`src/rtl/cdsd_pkg.sv`:
```
package cdsd_pkg;

   // command field
   localparam int CMD_W = 2;
   localparam logic [CMD_W-1:0] CMD_FILL    = 2'd0;
   localparam logic [CMD_W-1:0] CMD_SHUFFLE = 2'd1;
   localparam logic [CMD_W-1:0] CMD_DEAL    = 2'd2;

   // fixed field widths
   localparam int RND_W  = 32;
   localparam int CARD_W = 6;
   localparam int LEFT_W = 8;
   localparam int DECK_W = 3;

   // status codes
   localparam logic STATUS_OK    = 1'b0;
   localparam logic STATUS_EMPTY = 1'b1;

endpackage

```
`src/rtl/card_deck_shuffle_and_deal.sv`:
```
// Card deck store with fill, single-swap shuffle step and deal. A command is
// taken when start is high and busy is low; its one result appears for a
// single cycle with rsp_strobe and cannot be held off by the receiver.
// A shuffle step is paced by the 32-step bit-serial modulo unit plus two reads
// and two writes on the deck store, which has one read and one write port.
// A fill writes one entry per cycle; a shuffle of a deck of 0 or 1 cards or
// an unknown command answers in the cycle after it is taken, without raising
// busy. The store holds CARDS_PER_DECK * MAX_DECKS entries; num_decks may
// only be written while busy is low.
module card_deck_shuffle_and_deal #(
   parameter int CARDS_PER_DECK = 52,
   parameter int MAX_DECKS      = 4
) (
   input  logic                            clock,
   input  logic                            reset,
   input  logic                            start,
   output logic                            busy,
   input  logic [cdsd_pkg::CMD_W-1:0]      req_command,
   input  logic [cdsd_pkg::RND_W-1:0]      req_random_value,
   output logic                            rsp_strobe,
   output logic                            rsp_status,
   output logic [cdsd_pkg::CARD_W-1:0]     rsp_card,
   output logic [cdsd_pkg::LEFT_W-1:0]     rsp_cards_left,
   output logic                            rsp_pass_done,
   input  logic                            csr_valid,
   output logic                            csr_ready,
   input  logic [cdsd_pkg::DECK_W-1:0]     csr_num_decks
);
   import cdsd_pkg::*;

   localparam int STORE_DEPTH = CARDS_PER_DECK * MAX_DECKS;
   localparam int ADDR_W      = (STORE_DEPTH > 1) ? $clog2(STORE_DEPTH) : 1;
   localparam int CNT_W       = $clog2(STORE_DEPTH + 1);

   localparam logic [2:0] S_IDLE = 3'd0;
   localparam logic [2:0] S_FILL = 3'd1;
   localparam logic [2:0] S_MOD  = 3'd2;
   localparam logic [2:0] S_RDJ  = 3'd3;
   localparam logic [2:0] S_RDC  = 3'd4;
   localparam logic [2:0] S_WRJ  = 3'd5;
   localparam logic [2:0] S_WRC  = 3'd6;
   localparam logic [2:0] S_DEAL = 3'd7;

   logic [2:0]          state_ff, state_in;
   logic [CNT_W-1:0]    count_ff, count_in;
   logic [ADDR_W-1:0]   cursor_ff, cursor_in;
   logic [DECK_W-1:0]   num_decks_ff;
   logic [CNT_W-1:0]    fill_idx_ff, fill_idx_in;
   logic [CNT_W-1:0]    fill_total_ff, fill_total_in;
   logic [CARD_W-1:0]   fill_card_ff, fill_card_in;
   logic [ADDR_W-1:0]   j_ff, j_in;
   logic [CARD_W-1:0]   tj_ff, tj_in;

   logic                rsp_strobe_ff, rsp_strobe_in;
   logic                rsp_status_ff, rsp_status_in;
   logic [CARD_W-1:0]   rsp_card_ff, rsp_card_in;
   logic [LEFT_W-1:0]   rsp_left_ff;
   logic                rsp_done_ff, rsp_done_in;
   logic [CNT_W+LEFT_W-1:0] left_ext;

   logic [DECK_W:0]     decks_sat;
   logic [CNT_W-1:0]    total_cards;
   logic [ADDR_W-1:0]   top_addr;
   logic [ADDR_W-1:0]   cur_sel;

   logic                mod_start;
   logic                mod_done;
   logic [CNT_W-1:0]    mod_divisor;
   logic [CNT_W-1:0]    mod_rem;

   logic                wr_en;
   logic [ADDR_W-1:0]   wr_addr;
   logic [CARD_W-1:0]   wr_data;
   logic [ADDR_W-1:0]   rd_addr;
   logic [CARD_W-1:0]   rd_data;

   // saturate the deck count to what the store holds
   assign decks_sat = ({1'b0, num_decks_ff} > (DECK_W+1)'(MAX_DECKS)) ?
                      (DECK_W+1)'(MAX_DECKS) : {1'b0, num_decks_ff};
   assign total_cards = CNT_W'(int'(decks_sat) * CARDS_PER_DECK);

   assign top_addr    = ADDR_W'(count_ff - CNT_W'(1));
   // open a new pass from the top when no pass is running
   assign cur_sel     = (cursor_ff == '0) ? top_addr : cursor_ff;
   assign mod_divisor = CNT_W'(cur_sel) + CNT_W'(1);

   cdsd_mod_unit #(
      .DIV_W (CNT_W)
   ) u_mod (
      .clock     (clock),
      .reset     (reset),
      .start     (mod_start),
      .dividend  (req_random_value),
      .divisor   (mod_divisor),
      .done      (mod_done),
      .remainder (mod_rem)
   );

   cdsd_store #(
      .DEPTH  (STORE_DEPTH),
      .ADDR_W (ADDR_W)
   ) u_store (
      .clock   (clock),
      .wr_en   (wr_en),
      .wr_addr (wr_addr),
      .wr_data (wr_data),
      .rd_addr (rd_addr),
      .rd_data (rd_data)
   );

   always_comb begin
      unique case (state_ff)
         S_RDJ:   rd_addr = j_ff;
         S_RDC:   rd_addr = cursor_ff;
         default: rd_addr = top_addr;
      endcase
   end

   always_comb begin
      state_in       = state_ff;
      count_in       = count_ff;
      cursor_in      = cursor_ff;
      fill_idx_in    = fill_idx_ff;
      fill_total_in  = fill_total_ff;
      fill_card_in   = fill_card_ff;
      j_in           = j_ff;
      tj_in          = tj_ff;
      rsp_strobe_in  = 1'b0;
      rsp_status_in  = STATUS_OK;
      rsp_card_in    = '0;
      rsp_done_in    = 1'b0;
      mod_start      = 1'b0;
      wr_en          = 1'b0;
      wr_addr        = fill_idx_ff[ADDR_W-1:0];
      wr_data        = fill_card_ff;

      unique case (state_ff)
         S_IDLE: begin
            if (start) begin
               unique case (req_command)
                  CMD_FILL: begin
                     fill_total_in = total_cards;
                     fill_idx_in   = '0;
                     fill_card_in  = '0;
                     cursor_in     = '0;
                     state_in      = S_FILL;
                  end
                  CMD_SHUFFLE: begin
                     if (cursor_ff == '0 && count_ff <= CNT_W'(1)) begin
                        rsp_strobe_in = 1'b1;
                        rsp_done_in   = 1'b1;
                     end else begin
                        cursor_in = cur_sel;
                        mod_start = 1'b1;
                        state_in  = S_MOD;
                     end
                  end
                  CMD_DEAL: begin
                     cursor_in = '0;
                     if (count_ff == '0) begin
                        rsp_strobe_in = 1'b1;
                        rsp_status_in = STATUS_EMPTY;
                     end else begin
                        // store read of the top entry is already under way
                        state_in = S_DEAL;
                     end
                  end
                  default: begin
                     rsp_strobe_in = 1'b1;
                  end
               endcase
            end
         end
         S_FILL: begin
            if (fill_idx_ff == fill_total_ff) begin
               count_in      = fill_total_ff;
               rsp_strobe_in = 1'b1;
               state_in      = S_IDLE;
            end else begin
               wr_en       = 1'b1;
               fill_idx_in = fill_idx_ff + CNT_W'(1);
               if (fill_card_ff == CARD_W'(CARDS_PER_DECK - 1)) begin
                  fill_card_in = '0;
               end else begin
                  fill_card_in = fill_card_ff + CARD_W'(1);
               end
            end
         end
         S_MOD: begin
            if (mod_done) begin
               j_in     = ADDR_W'(mod_rem);
               state_in = S_RDJ;
            end
         end
         S_RDJ: begin
            state_in = S_RDC;
         end
         S_RDC: begin
            tj_in    = rd_data;
            state_in = S_WRJ;
         end
         S_WRJ: begin
            wr_en    = 1'b1;
            wr_addr  = j_ff;
            wr_data  = rd_data;
            state_in = S_WRC;
         end
         S_WRC: begin
            wr_en         = 1'b1;
            wr_addr       = cursor_ff;
            wr_data       = tj_ff;
            cursor_in     = cursor_ff - ADDR_W'(1);
            rsp_strobe_in = 1'b1;
            rsp_done_in   = (cursor_ff == ADDR_W'(1));
            state_in      = S_IDLE;
         end
         S_DEAL: begin
            rsp_card_in   = rd_data;
            count_in      = count_ff - CNT_W'(1);
            rsp_strobe_in = 1'b1;
            state_in      = S_IDLE;
         end
         default: begin
            state_in = S_IDLE;
         end
      endcase
   end

   assign left_ext = {{LEFT_W{1'b0}}, count_in};

   always_ff @(posedge clock) begin
      if (reset) begin
         state_ff      <= S_IDLE;
         count_ff      <= '0;
         cursor_ff     <= '0;
         num_decks_ff  <= DECK_W'(1);
         rsp_strobe_ff <= 1'b0;
      end else begin
         state_ff      <= state_in;
         count_ff      <= count_in;
         cursor_ff     <= cursor_in;
         rsp_strobe_ff <= rsp_strobe_in;
         if (csr_valid && csr_ready) begin
            num_decks_ff <= csr_num_decks;
         end
      end
   end

   always_ff @(posedge clock) begin
      fill_idx_ff   <= fill_idx_in;
      fill_total_ff <= fill_total_in;
      fill_card_ff  <= fill_card_in;
      j_ff          <= j_in;
      tj_ff         <= tj_in;
      rsp_status_ff <= rsp_status_in;
      rsp_card_ff   <= rsp_card_in;
      rsp_left_ff   <= left_ext[LEFT_W-1:0];
      rsp_done_ff   <= rsp_done_in;
   end

   assign busy           = (state_ff != S_IDLE);
   assign csr_ready      = 1'b1;
   assign rsp_strobe     = rsp_strobe_ff;
   assign rsp_status     = rsp_status_ff;
   assign rsp_card       = rsp_card_ff;
   assign rsp_cards_left = rsp_left_ff;
   assign rsp_pass_done  = rsp_done_ff;

   a_count_bound: assert property (@(posedge clock) disable iff (reset)
      int'(count_ff) <= STORE_DEPTH)
      else $error("card count exceeds store depth");

   a_cursor_below_top: assert property (@(posedge clock) disable iff (reset)
      cursor_ff == '0 || cursor_ff < top_addr || cursor_ff == top_addr)
      else $error("shuffle cursor points past the top card");

   a_mod_done_state: assert property (@(posedge clock) disable iff (reset)
      mod_done |-> state_ff == S_MOD)
      else $error("modulo result outside of a shuffle step");

   a_fill_busy: assert property (@(posedge clock) disable iff (reset)
      start && !busy && req_command == CMD_FILL |=> busy && !rsp_strobe)
      else $error("fill transfer did not start the sweep");

   a_empty_deal: assert property (@(posedge clock) disable iff (reset)
      rsp_strobe && rsp_status == STATUS_EMPTY |-> rsp_card == '0 && count_ff == '0)
      else $error("empty deal changed the deck");

endmodule

```
`src/rtl/cdsd_mod_unit.sv`:
```
module cdsd_mod_unit #(
   parameter int DIV_W = 8
) (
   input  logic                           clock,
   input  logic                           reset,
   input  logic                           start,
   input  logic [cdsd_pkg::RND_W-1:0]     dividend,
   input  logic [DIV_W-1:0]               divisor,
   output logic                           done,
   output logic [DIV_W-1:0]               remainder
);
   import cdsd_pkg::*;

   localparam int STEP_W = $clog2(RND_W);

   logic                active_ff, active_in;
   logic                done_ff, done_in;
   logic [STEP_W-1:0]   step_ff, step_in;
   logic [RND_W-1:0]    dvd_ff, dvd_in;
   logic [DIV_W-1:0]    div_ff, div_in;
   logic [DIV_W-1:0]    rem_ff, rem_in;
   logic [DIV_W:0]      trial;

   // one restoring step per cycle, most significant dividend bit first
   assign trial = {rem_ff, dvd_ff[RND_W-1]};

   always_comb begin
      active_in = active_ff;
      done_in   = 1'b0;
      step_in   = step_ff;
      dvd_in    = dvd_ff;
      div_in    = div_ff;
      rem_in    = rem_ff;
      if (start) begin
         active_in = 1'b1;
         step_in   = '0;
         dvd_in    = dividend;
         div_in    = divisor;
         rem_in    = '0;
      end else if (active_ff) begin
         if (trial >= {1'b0, div_ff}) begin
            rem_in = DIV_W'(trial - {1'b0, div_ff});
         end else begin
            rem_in = trial[DIV_W-1:0];
         end
         dvd_in  = {dvd_ff[RND_W-2:0], 1'b0};
         step_in = step_ff + STEP_W'(1);
         if (step_ff == STEP_W'(RND_W - 1)) begin
            active_in = 1'b0;
            done_in   = 1'b1;
         end
      end
   end

   always_ff @(posedge clock) begin
      if (reset) begin
         active_ff <= 1'b0;
         done_ff   <= 1'b0;
         step_ff   <= '0;
      end else begin
         active_ff <= active_in;
         done_ff   <= done_in;
         step_ff   <= step_in;
      end
   end

   always_ff @(posedge clock) begin
      dvd_ff <= dvd_in;
      div_ff <= div_in;
      rem_ff <= rem_in;
   end

   assign done      = done_ff;
   assign remainder = rem_ff;

endmodule

```
`src/rtl/cdsd_store.sv`:
```
module cdsd_store #(
   parameter int DEPTH  = 208,
   parameter int ADDR_W = 8
) (
   input  logic                            clock,
   input  logic                            wr_en,
   input  logic [ADDR_W-1:0]               wr_addr,
   input  logic [cdsd_pkg::CARD_W-1:0]     wr_data,
   input  logic [ADDR_W-1:0]               rd_addr,
   output logic [cdsd_pkg::CARD_W-1:0]     rd_data
);
   import cdsd_pkg::*;

   logic [CARD_W-1:0] mem [DEPTH];
   logic [CARD_W-1:0] rd_data_ff;

   always_ff @(posedge clock) begin
      if (wr_en) begin
         mem[wr_addr] <= wr_data;
      end
   end

   always_ff @(posedge clock) begin
      rd_data_ff <= mem[rd_addr];
   end

   assign rd_data = rd_data_ff;

endmodule

```
`config.mk`:
```
export PLATFORM = sky130hd
export DESIGN_NAME = card_deck_shuffle_and_deal
export DESIGN_NICKNAME = d
export VERILOG_FILES = /design/src/rtl/cdsd_pkg.sv /design/src/rtl/card_deck_shuffle_and_deal.sv /design/src/rtl/cdsd_mod_unit.sv /design/src/rtl/cdsd_store.sv
export SDC_FILE = /design/constraint.sdc
export NUM_CORES = 2
export LEC_CHECK = 0
export ABC_AREA = 1
export BUFFER_PORTS_ARGS = -buffer_cell sky130_fd_sc_hd__buf_4
export CORE_MARGIN = 3
export CORE_UTILIZATION = 40
export DETAILED_ROUTE_END_ITERATION = 8
export PLACE_DENSITY_LB_ADDON = 0.1
export SYNTH_ARGS = -nofsm -noshare
export SYNTH_HDL_FRONTEND = slang
export SYNTH_SLANG_ARGS = --single-unit
export TNS_END_PERCENT = 1
```
`constraint.sdc`:
```
create_clock -name clock -period 12.2 [get_ports clock]
set_input_delay 1.83 -clock clock [delete_from_list [all_inputs] [get_ports clock]]
set_output_delay 1.83 -clock clock [all_outputs]
set_load 0.02 [all_outputs]
```
# ---- Yosys cells after proc, flatten, opt, wreduce, memory -nomap -nowiden
# Memory sizes are Yosys's and may differ from the RTL's. A register that Yosys moved wholly into a read port is not among the register bits.
# Cells that the tools add are included.
dict set report totals {
  mem_bits_rw 1248
  word_cells 126
  reg_bits 128
  memories 1
  output_inout_bits 19
}
# name depth width read_ports rd_ports_with_merged_regs wr line
set memory_table {}
lappend memory_table {u_store.mem 208 6 1 1 1 cdsd_store.sv:14} ;# logic [CARD_W-1:0] mem [DEPTH];
dict set report op_classes {
  muxes 51
  n_mul 1
  addsub 7
  n_reduce_logical 20
  bitwise 1
  n_eq_ne 22
  order_cmp 3
}
# operator n
set ops {}
lappend ops {{8-bit one-hot mux with 2 select lines} 6}
lappend ops {{32-bit two-way mux} 2}
lappend ops {{8-bit two-way mux} 8}
lappend ops {{6-bit two-way mux} 4}
lappend ops {{6-bit one-hot mux with 2 select lines} 2}
lappend ops {{3-bit one-hot mux with 7 select lines} 1}
lappend ops {{3-bit two-way mux} 6}
lappend ops {{1-bit two-way mux} 17}
lappend ops {{8-bit by 1-bit adder with 8-bit output (second input constant)} 2}
lappend ops {{8-bit logical NOT} 2}
lappend ops {{8-bit by 1-bit subtractor with 8-bit output (second input constant)} 2}
lappend ops {{3-bit == test (second input constant)} 4}
lappend ops {{9-bit by 8-bit >= comparator with 1-bit output} 1}
lappend ops {{3-bit one-hot mux with 3 select lines} 1}
lappend ops {{8-bit by 1-bit == test with 1-bit output (second input constant)} 1}
lappend ops {{8-bit == test} 1}
lappend ops {{8-bit by 1-bit less-or-equal comparator with 1-bit output (second input constant)} 1}
lappend ops {{4-bit AND reduction} 2}
lappend ops {{2-bit OR reduction} 4}
lappend ops {{8-bit subtractor} 1}
lappend ops {{6-bit by 1-bit adder with 6-bit output (second input constant)} 1}
lappend ops {{3-bit by 2-bit == test with 1-bit output (second input constant)} 2}
lappend ops {{6-bit == test (second input constant)} 1}
lappend ops {{3-bit by 4-bit multiplier with 6-bit output (second input constant)} 1}
lappend ops {{other kinds (23)} 32}

# ---- Longest topological paths before layout
dict set report logic_depth {
  ltp_word 7
  depth_mapped 19
}

# ---- Cells and area by module
# Synthesis repeated with hierarchy kept, for this count alone.
dict set report hier_totals {
  hier_cells 5230
  hier_area_um2 58202.1
}
# module area_each_um2 cells_each seq_area_each_um2 instances
set by_module_without_submodules {}
lappend by_module_without_submodules {cdsd_store 51196.6 4359 37596.1 1}
lappend by_module_without_submodules {card_deck_shuffle_and_deal 4260.3 558 1801.7 1}
lappend by_module_without_submodules {cdsd_mod_unit 2745.1 313 1501.4 1}

# ---- Worst setup path after synthesis
# No wires, ideal clock.
dict set report synth_timing {
  path_kind {reg-to-reg}
  start {register state_ff[1]}
  end {memory u_store.mem[0][1] (data pin)}
  setup_ns 1.365
  required_ns 10.835
  slack_ns 4.043
  arrival_ns 6.792
  synth_period_minus_slack_ns 8.157
  n_path_buf 0
  path_stages_with_launch 7
  path_cell_list {dfxtp_1 inv_1 nand2_1 nor2_4 nor2_4 inv_2 o221ai_1}
}
dict set report synth_between {
  elab_chain_cells 2
  word_cells_on_any_way 3
}
# element line
set synth_lines {}
lappend synth_lines {{start, declared} card_deck_shuffle_and_deal.sv:44} ;# logic [2:0] state_ff, state_in;
lappend synth_lines {{start signal, assigned} card_deck_shuffle_and_deal.sv:239} ;# state_ff <= state_in;
lappend synth_lines {{3-bit == test} card_deck_shuffle_and_deal.sv:137} ;# unique case (state_ff)
lappend synth_lines {{6-bit one-hot mux with 2 select lines *} card_deck_shuffle_and_deal.sv:137}
lappend synth_lines {{net u_store.wr_data, one bit} cdsd_store.sv:8} ;# input logic [cdsd_pkg::CARD_W-1:0] wr_data,
lappend synth_lines {{end, declared} cdsd_store.sv:14}
# Mark *: on every way through the listed nets, which the timed path passes. The rest lies on a longest branch.

# ---- Final worst setup path
dict set report layout_timing {
  start {register state_ff[0]}
  end {register u_store.rd_data_ff[4] (netlist: u_store.rd_data[4]) (read register of u_store.mem)}
}
dict set report layout_between {
  elab_chain_cells 2
  word_cells_on_any_way 3
}
# element line
set layout_lines {}
lappend layout_lines {{3-bit == test or 3-bit by 2-bit == test with 1-bit output (tied branches)} card_deck_shuffle_and_deal.sv:112} ;# unique case (state_ff)
lappend layout_lines {{8-bit one-hot mux with 2 select lines *} card_deck_shuffle_and_deal.sv:112}
lappend layout_lines {{end, declared} cdsd_store.sv:15} ;# logic [CARD_W-1:0] rd_data_ff;
# Every way passes the cells marked *; elsewhere a longest branch is shown, timed or not.
# A chain may end at the register's enable or synchronous reset.

==> impl_metrics.yaml <==
outcome:
  status: "completed"
floorplanning:
  core_um2: 150000
  start_util_pct: 40.4
  die_area_um2: 156000
  ios: 60
  die_x_um: 395
  rows: 142
  die_h_um: 395
placed_design:
  placedCellCount: 7471
  place_congestion: 0.822
  io_buffers: 58
  place_ws_ps: 6130
  dp_hpwl_mm: 99.4
clocking:
  cts_sinks: 1382
  ctsHoldBuffers: 0
  cts_setup_buffers: 0
  clock_latency_ps: 790
  path_clk_slew_ps: 60
  clock_path_buffers: 3
  cts_buffers: 153
  tritoncts: "done"
  cts-root-buf: "clkbuf_16"
  h-tree-depth: 4
  cts_resized: 0
route:
  num_vias: 40200
  vias_per_cell: 5.18
  ant_nets: 0
  first_pass_iters: 8
  finalWirelength_mm: 174
  route.detailed.wl_per_inst_um: 22.4
  post-route-drc-count: 0
  drtIter0Drc: 3671
layout:
  n_fill_cell: 14300
  syn2layout_area_growth_pct: 11.4
  finish.net_count: 5680
  regArea_um2: 40900
  drive_above_1_share_pct: 6.73
  multiInputGateArea_um2: 15100
  final_cell_count_no_fill: 7752
timing:
  rsz0062_at_grt: "false"
  max_freq_mhz: 160
  setup_viol: 0
  clock_skew_ps: 24.8
  slew_viol_final: 0
  finalCriticalPeriod_ps: 6230
  worst_pin_slew_ps: 1210
  hold_viol_final: 0
  fin_ws_ps: 5970
  min_period_over_period_pct: 51.1
  slew_headroom_pct: 19.6
  setup_tns_ps: 0
worst_setup_path:
  cp_max_fo: 179
  worst_ep_arrival_time_ps: 6880
  critPathLaunchType: "flop"
  crit_path_end_kind: "flop"
  crit_type: "reg2reg"
  crit_required_ps: 12840
pwr:
  powerDensity_nw_per_um2: 201
  vdd_drop_max_mv: 0.147
  p_leak_uw: 0.0260
  total_power_uw: 13600
grt:
  grt_max_degree: 187
  overflow: 0
  grt_pass1_vias: 39000
  grt_usage_pct: 22.0
  antenna_found_initial: 2
  grt_pass1_wl_mm: 259
  grtUsageMet3_pct: 3.86
  met2_usage_pct: 35.1
  gr-usage-met1_pct: 30.5
  grt-busiest-layer: "met2"
logic_synthesis:
  avgSynthCellArea_um2: 10.7
  yosysWarnings: 0
  synth_area_leader_cell: "edfxtp_1"
  synth.yosys.seq_area_share_pct: 67.4
  synthCells: 5666
  ys_ff_latch: 1382
  async_reset_ff_share_pct: 0
  synth_area_um2: 60700
  synthTopCellsByArea: "edfxtp_1 (65%), nand3_1 (8.1%), nand2_1 (6.9%)"
  synth_fp_nets: 5736
  synth_top_cell_area_share_pct: 65.4
  synth_edf_count: 1322
  synth_top_flop_cell: "edfxtp_1"
  ys_types: 48
flow_run:
  max_cap_violations: 0
min_path:
  timing.hold.worst.class: "reg2reg"
-- Yosys cell counts, types with 20 or more instances --
library cell and number:
edfxtp_1 1322, nand2_1 1117, nand3_1 976, inv_1 843
nor2_1 310, buf_2 219, o211ai_1 175, o21ai_0 129
a21oi_1 113, nand3b_1 91, clkbuf_1 72, dfxtp_1 60
ha_1 27, buf_4 21, or2_0 21, o21ai_1 20
xor2_1 20
-- area by class of cell --
cell class | instances | area share, %
flip-flops and latches | 1382 | 60.5
multi-input cells | 3096 | 22.4
clock buffers | 202 | 6.16
inverters | 864 | 4.82
well taps | 2016 | 3.73
repair buffers | 113 | 1.42
clock inverters | 78 | 0.913
diodes | 1 | 0.00370
-- cell families (layout without fill, tap and decap cells) --
| kind of cell | after synthesis | count (layout) | synth area share [%] |
|---|---|---|---|
| AO/OA/AOI/OAI | 470 | 470 | 4.77 |
| XOR/XNOR | 24 | 24 | 0.346 |
| adder cells (fa/ha/maj) | 29 | 29 | 0.623 |
| buffers and inverters | 1188 | 1257 | 7.96 |
| flip-flops | 1382 | 1382 | 67.4 |
| other | 1 | 2 | 0.00618 |
| AND/OR/NAND/NOR | 2572 | 2572 | 18.9 |
-- sequential cells by signal, summed over array words and instances (netlist names), 5 cells and up --
signal and cells:
count_ff 8, u_mod.step_ff 5, j_ff 8, fill_total_ff 6, u_mod.dvd_ff 32, u_store.rd_data 6
tj_ff 6, rsp_cards_left 8, u_store.mem 1248, u_mod.div_ff 8, rsp_card 6, fill_card_ff 6
cursor_ff 8, u_mod.remainder 8, fill_idx_ff 8
-- layout by cell type (no fill, tap or decap), types with 21 or more instances in the layout --
cell type / instances
o21ai_0: 129
nand3b_1: 91
o211ai_1: 175
inv_1: 843
or2_0: 21
a21oi_1: 112
nand3_1: 970
nand2_1: 1115
clkinv_2: 29
edfxtp_1: 1322
nor2_1: 310
dfxtp_1: 60
buf_4: 104
clkbuf_1: 41
clkbuf_16: 159
clkinv_1: 34
ha_1: 27
-- through the flow --
step	instance area [um^2]	hold WS [ps]	util (%)
3_3_place_gp	62800	458	41.8
4_1_cts	67600	474	44.9
2_1_floorplan	60700	408	-
3_5_place_dp	62800	463	41.8
5_1_grt	67600	481	44.9
6_report	67600	470	45.0
-- final timing paths --
kind | depth (start not counted) | endpoint | slack [ps] | from
max reg2reg | 16 | u_store.rd_data[4] | 5970 | state_ff[0]
min reg2reg | 2 | u_mod.step_ff[4] | 470 | u_mod.step_ff[4]
min | 2 | u_mod.step_ff[4] | 470 | u_mod.step_ff[4]
max | 16 | u_store.rd_data[4] | 5970 | state_ff[0]
-- report_power, final --
part / total [uW] / switching (uW) / internal (uW)
registers: 5770 / 85.8 / 5690
clock network: 4460 / 1910 / 2550
logic: 3340 / 2570 / 772
-- routing by layer --
layer  up-vias  wire length, um  share of wire, %
li1      19100                -                 -
met4         0             5300               3.0
met5         -                0                 0
met3       248             9880               5.7
met2      1110            81000                47
met1     19700            77600                45
-- worst max-delay path, cell delays in order (launching register included) --
cell      delay [ps]
dfxtp_1          570
nor2_4            90
nand2_2          260
nand3_4          600
nand2_8          770
buf_4            750
buf_12           460
buf_4            850
nand2_1          100
o211ai_1         110
nand3_1          100
nand3_1          150
nand3_1          140
nand3_1          110
nand3_1           70
nand3_1          290
nand2_1          130
(Power assumes the default switching activity.)
